<file path="src/rtl/bed_pkg.sv">
`default_nettype none

package bed_pkg;

    localparam logic [7:0] CH_BACKSLASH = 8'h5C;
    localparam logic [7:0] CH_ZERO      = 8'h30;
    localparam logic [7:0] CH_THREE     = 8'h33;
    localparam logic [7:0] CH_SEVEN     = 8'h37;

    localparam logic [1:0] PH_NORMAL = 2'd0;
    localparam logic [1:0] PH_ESC    = 2'd1;
    localparam logic [1:0] PH_OCT1   = 2'd2;
    localparam logic [1:0] PH_OCT2   = 2'd3;

    typedef struct packed {
        logic       last;
        logic [7:0] data;
    } item_t;

    typedef struct packed {
        logic       run_last;
        logic       token_end;
        logic       bad_escape;
        logic       has_byte;
        logic [7:0] out_byte;
    } result_t;

    typedef struct packed {
        logic [1:0] count;
        result_t    r0;
        result_t    r1;
    } dec_out_t;

    // {hit, mapped byte} for single-letter escapes
    function automatic logic [8:0] control_map(input logic [7:0] c);
        logic [8:0] m;
        case (c)
            8'h61:        m = {1'b1, 8'h07};
            8'h62:        m = {1'b1, 8'h08};
            8'h66:        m = {1'b1, 8'h0C};
            8'h6E:        m = {1'b1, 8'h0A};
            8'h72:        m = {1'b1, 8'h0D};
            8'h73:        m = {1'b1, 8'h20};
            8'h74:        m = {1'b1, 8'h09};
            8'h76:        m = {1'b1, 8'h0B};
            CH_BACKSLASH: m = {1'b1, CH_BACKSLASH};
            default:      m = 9'd0;
        endcase
        return m;
    endfunction

endpackage

`default_nettype wire

</file>
<file path="src/rtl/bed_in_stage.sv">
`default_nettype none

module bed_in_stage
    import bed_pkg::*;
(
    input  wire logic  clk,
    input  wire logic  rst_n,
    input  wire logic  s_tvalid,
    output logic       s_tready,
    input  wire logic  [7:0] s_tdata,   // in_byte
    input  wire logic  s_tlast,         // token_last
    input  wire logic  advance,
    output logic       item_valid,
    output item_t      item
);

    logic  valid_reg;
    logic  valid_next;
    item_t item_reg;

    assign s_tready   = !valid_reg || advance;
    assign item_valid = valid_reg;
    assign item       = item_reg;

    always_comb
    begin
        valid_next = valid_reg;
        if (s_tvalid && s_tready)
        begin
            valid_next = 1'b1;
        end
        else if (advance)
        begin
            valid_next = 1'b0;
        end
    end

    always_ff @(posedge clk or negedge rst_n)
    begin
        if (!rst_n)
        begin
            valid_reg <= 1'b0;
        end
        else
        begin
            valid_reg <= valid_next;
        end
    end

    always_ff @(posedge clk)
    begin
        if (s_tvalid && s_tready)
        begin
            item_reg.data <= s_tdata;
            item_reg.last <= s_tlast;
        end
    end

endmodule

`default_nettype wire

</file>
<file path="src/rtl/bed_decode.sv">
`default_nettype none

module bed_decode
    import bed_pkg::*;
(
    input  wire logic  clk,
    input  wire logic  rst_n,
    input  wire logic  item_valid,
    input  wire item_t item,
    input  wire logic  out_free,
    output logic       advance,
    output dec_out_t   dec
);

    logic [1:0] phase_reg, phase_next;
    logic [4:0] part_reg, part_next;
    logic       err_reg, err_next;

    logic [7:0] c;
    logic       is_oct03;
    logic       is_oct07;
    logic [8:0] cmap;
    logic [1:0] n;
    logic [7:0] b0;
    logic [7:0] b1;
    logic [1:0] ph_s;
    logic       err_s;
    logic       err_fin;
    logic [7:0] oct_val;

    assign c        = item.data;
    assign is_oct03 = (c >= CH_ZERO) && (c <= CH_THREE);
    assign is_oct07 = (c >= CH_ZERO) && (c <= CH_SEVEN);
    assign cmap     = control_map(c);
    assign oct_val  = {part_reg, c[2:0]};

    always_comb
    begin
        n          = 2'd0;
        b0         = 8'd0;
        b1         = 8'd0;
        ph_s       = phase_reg;
        part_next  = part_reg;
        err_s      = err_reg;
        if (!err_reg)
        begin
            case (phase_reg)
                PH_NORMAL:
                begin
                    if (c == CH_BACKSLASH)
                    begin
                        ph_s = PH_ESC;
                    end
                    else
                    begin
                        n  = 2'd1;
                        b0 = c;
                    end
                end
                PH_ESC:
                begin
                    if (is_oct03)
                    begin
                        part_next = {3'd0, c[1:0]};
                        ph_s      = PH_OCT1;
                    end
                    else if (cmap[8])
                    begin
                        n    = 2'd1;
                        b0   = cmap[7:0];
                        ph_s = PH_NORMAL;
                    end
                    else
                    begin
                        n    = 2'd2;
                        b0   = CH_BACKSLASH;
                        b1   = c;
                        ph_s = PH_NORMAL;
                    end
                end
                PH_OCT1:
                begin
                    if (is_oct07)
                    begin
                        part_next = {part_reg[1:0], c[2:0]};
                        ph_s      = PH_OCT2;
                    end
                    else
                    begin
                        err_s = 1'b1;
                    end
                end
                default:
                begin
                    if (is_oct07)
                    begin
                        n         = 2'd1;
                        b0        = oct_val;
                        ph_s      = PH_NORMAL;
                        part_next = 5'd0;
                    end
                    else
                    begin
                        err_s = 1'b1;
                    end
                end
            endcase
        end

        err_fin    = err_s || (ph_s != PH_NORMAL);
        phase_next = ph_s;
        err_next   = err_s;

        dec.count  = n;
        dec.r0     = '{run_last: (n == 2'd1), token_end: 1'b0, bad_escape: 1'b0,
                       has_byte: 1'b1, out_byte: b0};
        dec.r1     = '{run_last: 1'b1, token_end: 1'b0, bad_escape: 1'b0,
                       has_byte: 1'b1, out_byte: b1};

        if (item.last)
        begin
            if (err_fin || (n == 2'd0))
            begin
                dec.count = 2'd1;
                dec.r0    = '{run_last: 1'b1, token_end: 1'b1, bad_escape: err_fin,
                              has_byte: 1'b0, out_byte: 8'd0};
            end
            else if (n == 2'd1)
            begin
                dec.r0.token_end = 1'b1;
            end
            else
            begin
                dec.r1.token_end = 1'b1;
            end
            phase_next = PH_NORMAL;
            part_next  = 5'd0;
            err_next   = 1'b0;
        end
    end

    assign advance = item_valid && ((dec.count == 2'd0) || out_free);

    always_ff @(posedge clk or negedge rst_n)
    begin
        if (!rst_n)
        begin
            phase_reg <= PH_NORMAL;
            part_reg  <= 5'd0;
            err_reg   <= 1'b0;
        end
        else if (advance)
        begin
            phase_reg <= phase_next;
            part_reg  <= part_next;
            err_reg   <= err_next;
        end
    end

endmodule

`default_nettype wire

</file>
<file path="src/rtl/bed_out_buf.sv">
`default_nettype none

module bed_out_buf
    import bed_pkg::*;
(
    input  wire logic     clk,
    input  wire logic     rst_n,
    input  wire logic     load,
    input  wire dec_out_t dec,
    output logic          out_free,
    output logic          m_tvalid,
    input  wire logic     m_tready,
    output result_t       head
);

    logic [1:0] cnt_reg, cnt_next;
    result_t    slot0_reg, slot0_next;
    result_t    slot1_reg, slot1_next;
    logic       pop;

    assign m_tvalid = (cnt_reg != 2'd0);
    assign pop      = m_tvalid && m_tready;
    assign out_free = (cnt_reg == 2'd0) || ((cnt_reg == 2'd1) && pop);
    assign head     = slot0_reg;

    always_comb
    begin
        cnt_next   = cnt_reg;
        slot0_next = slot0_reg;
        slot1_next = slot1_reg;
        if (load)
        begin
            cnt_next   = dec.count;
            slot0_next = dec.r0;
            slot1_next = dec.r1;
        end
        else if (pop)
        begin
            cnt_next   = cnt_reg - 2'd1;
            slot0_next = slot1_reg;
        end
    end

    always_ff @(posedge clk or negedge rst_n)
    begin
        if (!rst_n)
        begin
            cnt_reg <= 2'd0;
        end
        else
        begin
            cnt_reg <= cnt_next;
        end
    end

    always_ff @(posedge clk)
    begin
        slot0_reg <= slot0_next;
        slot1_reg <= slot1_next;
    end

endmodule

`default_nettype wire

</file>
<file path="src/rtl/backslash_escape_decoder_top.sv">
`default_nettype none

// Backslash escape decoder for name tokens. Raw bytes enter on the s_ side, one per
// transfer, with s_tlast on the final byte of a token; decoded bytes leave on the m_ side.
// An item passes an input register, the decode logic and a two-slot result register, so
// one byte is taken per cycle while m_tready is high; an unknown escape yields two results
// and holds the next byte while the second result drains. Every token closes with one
// result that has m_tlast set and carries the error flag; after an error the token's
// remaining bytes yield nothing until that end result.
module backslash_escape_decoder_top
    import bed_pkg::*;
(
    input  wire logic       clk,
    input  wire logic       rst_n,
    input  wire logic       s_tvalid,
    output logic            s_tready,
    input  wire logic [7:0] s_tdata,   // [7:0] in_byte
    input  wire logic       s_tlast,   // token_last
    output logic            m_tvalid,
    input  wire logic       m_tready,
    output logic [7:0]      m_tdata,   // [7:0] out_byte
    output logic [2:0]      m_tuser,   // [0] has_byte, [1] bad_escape, [2] run_last
    output logic            m_tlast    // token_end
);

    logic      item_valid;
    item_t     item;
    logic      advance;
    logic      out_free;
    dec_out_t  dec;
    result_t   head;

    bed_in_stage u_in (
        .clk        (clk),
        .rst_n      (rst_n),
        .s_tvalid   (s_tvalid),
        .s_tready   (s_tready),
        .s_tdata    (s_tdata),
        .s_tlast    (s_tlast),
        .advance    (advance),
        .item_valid (item_valid),
        .item       (item)
    );

    bed_decode u_dec (
        .clk        (clk),
        .rst_n      (rst_n),
        .item_valid (item_valid),
        .item       (item),
        .out_free   (out_free),
        .advance    (advance),
        .dec        (dec)
    );

    bed_out_buf u_out (
        .clk      (clk),
        .rst_n    (rst_n),
        .load     (advance && (dec.count != 2'd0)),
        .dec      (dec),
        .out_free (out_free),
        .m_tvalid (m_tvalid),
        .m_tready (m_tready),
        .head     (head)
    );

    assign m_tdata = head.out_byte;
    assign m_tuser = {head.run_last, head.bad_escape, head.has_byte};
    assign m_tlast = head.token_end;

`ifndef SYNTHESIS
    a_load_free: assert property (@(posedge clk) disable iff (!rst_n)
        (advance && (dec.count != 2'd0)) |-> out_free)
        else $error("result load into a busy buffer");

    a_end_is_run_last: assert property (@(posedge clk) disable iff (!rst_n)
        (m_tvalid && m_tlast) |-> m_tuser[2])
        else $error("token end without run_last");

    a_empty_is_end: assert property (@(posedge clk) disable iff (!rst_n)
        (m_tvalid && !m_tuser[0]) |-> m_tlast)
        else $error("empty result that is not a token end");

    a_bad_no_byte: assert property (@(posedge clk) disable iff (!rst_n)
        (m_tvalid && m_tuser[1]) |-> (!m_tuser[0] && m_tlast && (m_tdata == 8'd0)))
        else $error("error flag on a data result");
`endif

endmodule

`default_nettype wire

</file>
<file path="config.mk">
export PLATFORM = sky130hd
export DESIGN_NAME = backslash_escape_decoder_top
export DESIGN_NICKNAME = d
export VERILOG_FILES = /design/src/rtl/bed_pkg.sv /design/src/rtl/bed_in_stage.sv /design/src/rtl/bed_decode.sv /design/src/rtl/bed_out_buf.sv /design/src/rtl/backslash_escape_decoder_top.sv
export SDC_FILE = /design/constraint.sdc
export NUM_CORES = 1
export LEC_CHECK = 0
export BUFFER_PORTS_ARGS = -buffer_cell sky130_fd_sc_hd__buf_4
export CORE_MARGIN = 2
export CORE_UTILIZATION = 41
export CTS_BUF_LIST = sky130_fd_sc_hd__clkbuf_4 sky130_fd_sc_hd__clkbuf_8
export CTS_CLUSTER_DIAMETER = 30
export CTS_CLUSTER_SIZE = 30
export DETAILED_ROUTE_END_ITERATION = 8
export GPL_TIMING_DRIVEN = 0
export PLACE_DENSITY = 0.68
export SYNTH_ARGS = -nofsm -noshare
export SYNTH_HDL_FRONTEND = slang
export SYNTH_SLANG_ARGS = --single-unit
</file>
<file path="constraint.sdc">
create_clock -name clk -period 3.65 [get_ports clk]
set_input_delay 0 -clock clk [delete_from_list [all_inputs] [get_ports clk]]
set_output_delay 0 -clock clk [all_outputs]
set_load 0.1 [all_outputs]
</file>
==> results.md <==
- Status: finished clean
- Synth Net Count: 247
- Maximum buffer depth of the clock tree: 2
- Largest net degree at the start of global routing: 14
- Area of the multi-input gates: 1130 um^2
- FFs w/ async S/R, synth: 0.268
- Vias post-DR: 1944
- CORE AREA: 5610 um^2
- Worst Setup End Kind: flop
- H-tree Lvls: 2
- Die area: 6540 um^2
- Post-route setup TNS: 0 ns
- Die width: 80.9 um
- # nets final: 291
- Dominant cell type by area after synthesis: edfxtp_1
- Critical Path RT: 3.59 ns
- Clk root buf: clkbuf_8
- Reg2reg start: u_dec.phase_reg[0]
- Hold path startpoint: m_tready
- First-pass GRT wire length: 9090 um
- CTS tree: built
- Crit share post-route: 0.828
- Skew-Pair Late Insertion Delay: 0.30 ns
- Switching pwr: 1180 uW
- Max Fclk: 331 MHz
- CTS Buf Count: 5
- Resized cells post-CTS: 0
- Max reg flops: 12
- Total global routing overflow: 0
- Max Fanout on Critical Path: 13
- Initial Utilization: 0.432
- Gate power share: 0.533
- Num ports: 27
- Die Height: 80.9 um
- Number of synthesized flops with an enable pin: 30
- Initial antenna violation count: 0
- Minimum clock period: 3.02 ns
- Synth Flop Type: edfxtp_1
- Net Sw Frac: 0.487
- Final Max Slew Viols: 0
- IO buf count: 26
- Mapped Area: 2420 um^2
- # diodes: 0
- CP arrival: 2.96 ns
- Post-synthesis average cell area: 10.7 um^2
- Netlist cell types: 61
- Share of layout cells above drive strength 1: 0.202
- Clk slew on worst S/H paths: 0.09 ns
- Reg power frac: 0.315
- Layout area overhead: 20.9%
- R2R setup slack: 0.63 ns
- Maximum VDD drop: 0.578 mV
- Power Total: 2420 uW
- Leak: 0.00114 uW
- Cell count after synthesis: 227
- Final wirelength: 5450 um
- GR Util All Layers: 0.182
- CP Class: flop to flop
- Yosys reg bits: 41
- Wire length per cell: 15.8 um
- Setup Skew: 0.0120 ns
- Startpoint Class: flop
- Clock power frac: 0.153
- CP endpoint: u_out.head[0]
- FF-to-FF End: u_out.head[0]
- Hold Crit Class: input port to flop
- DP HPWL: 3920 um
- Reg2Reg Depth: 7
- Vias in the first global route: 1828
- Final setup vio count: 0
- Row cnt: 27
- P per Cell Area: 827 nW/um^2
- Critical path startpoint: u_dec.phase_reg[0]
- Pint: 1240 uW
- Ranking of synthesized cells by area: edfxtp_1 (37%), dfrtp_1 (11%), ha_1 (3.6%), nand3_1 (2.7%), o21ai_0 (2.7%)
- Sink Count: 41
- Register area: 1180 um^2
- FILL cells: 532
- Initial DRC count: 128
- Final Hold Viols: 0
- Max_cap viols: 0
- Number of routed nets with antenna violations: 0
- Worst Tran Pin Value: 0.941 ns
- Synthesis Warnings: 0
- Routed vias/inst: 5.65
- Sequential share of the synthesized area: 0.486
- First drt pass iteration count: 4
- Gpl congestion: 0.930
- DRC: 0
- Max_slew headroom: 0.356
- Area share of the largest cell type after synthesis: 0.372
- RSZ-0062 raised after global routing: false
-- final cells by class --
class,instances,share of cell area
clock inverters,3,0.0141
well taps,72,0.0308
plain buffers,12,0.0256
flip-flops and latches,41,0.402
clock buffers,5,0.0235
multi-input cells,164,0.387
repair buffers,37,0.104
inverters,10,0.0128
-- Yosys cell counts (4+ instances only) --
cell type,count
o31ai_1,7
ha_1,7
nand3_1,13
a21oi_1,9
dfrtp_1,11
nor2_1,9
nor2b_1,6
nand2b_1,7
nand4_1,6
nand2_1,13
and3_1,5
inv_1,10
and2_1,10
o21ai_0,13
nor3_1,5
edfxtp_1,30
a32oi_1,4
clkbuf_1,4
-- critical path, cell delays in order (launching register included) --
cell      delay, ns
dfrtp_1        0.46
ha_1           0.24
clkbuf_1       0.25
or2_2          0.41
a311o_1        0.34
nand3_4        0.15
o21a_2         0.30
nand2b_1       0.49
-- power groups by stage --
stage / registers (uW) / clock network (uW) / logic (uW)
floorplan: 1180 / 0 / 610
global placement: 768 / 0 / 1270
detailed placement: 772 / 0 / 1280
CTS: 763 / 373 / 1290
global route: 777 / 395 / 1380
finish: 761 / 369 / 1290
-- layer usage --
layer  up-vias  routed length [um]  track usage
li1        954                   -            -
met3         6                 343       0.0333
met2        79                2630        0.298
met4         0                  48       0.0373
met1       905                2430        0.254
met5         -                   0            0
-- how the worst min path moves through the flow --
stage                        to  slack [ns]  cells past startpoint
6_report       u_out.cnt_reg[0]        0.05                      3
3_5_place_dp      u_dec.err_reg       -0.15                      1
4_1_cts        u_out.cnt_reg[0]        0.05                      3
3_3_place_gp      u_dec.err_reg       -0.15                      1
5_1_grt           u_dec.err_reg        0.08                      2
2_1_floorplan     u_dec.err_reg       -0.30                      0
-- cells by family (layout without fill, tap and decap cells) --
kind of cell,Yosys count,after routing,share of synthesized area
buffers and inverters,22,67,0.0465
AOI/OAI and AO/OA,66,66,0.202
and+or+nand+nor,87,87,0.215
DFF,41,41,0.486
xor gates and xnor gates,3,3,0.0108
muxes,1,1,0.00413
adders and majority gates,7,7,0.0362
-- cell usage in the layout, fill, tap and decap left out, types with 9 or more instances in the layout --
cell	count
a21oi_1	9
and2_1	10
buf_4	27
dfrtp_1	11
dlygate4sd3_1	11
edfxtp_1	30
inv_1	10
nand2_1	13
nand3_1	13
nor2_1	9
o21ai_0	13
-- repair_timing --
action	CTS	global route
setup buffers	0	0
hold buffers	11	0
hold endpoints to repair	21	0
-- through the flow --
stage	hold slack (ns)	instance area [um^2]	std cells	setup slack, ns	utilization
detailed placement	-0.153	2710	325	0.663	0.483
global route	0.0810	2930	344	0.493	0.522
global placement	-0.152	2710	325	0.649	0.483
finish	0.0502	2930	344	0.628	0.522
CTS	0.0500	2930	344	0.630	0.522
floorplan	-0.296	2420	227	0.000926	-
Note: power is estimated with default switching activity, not from simulation.
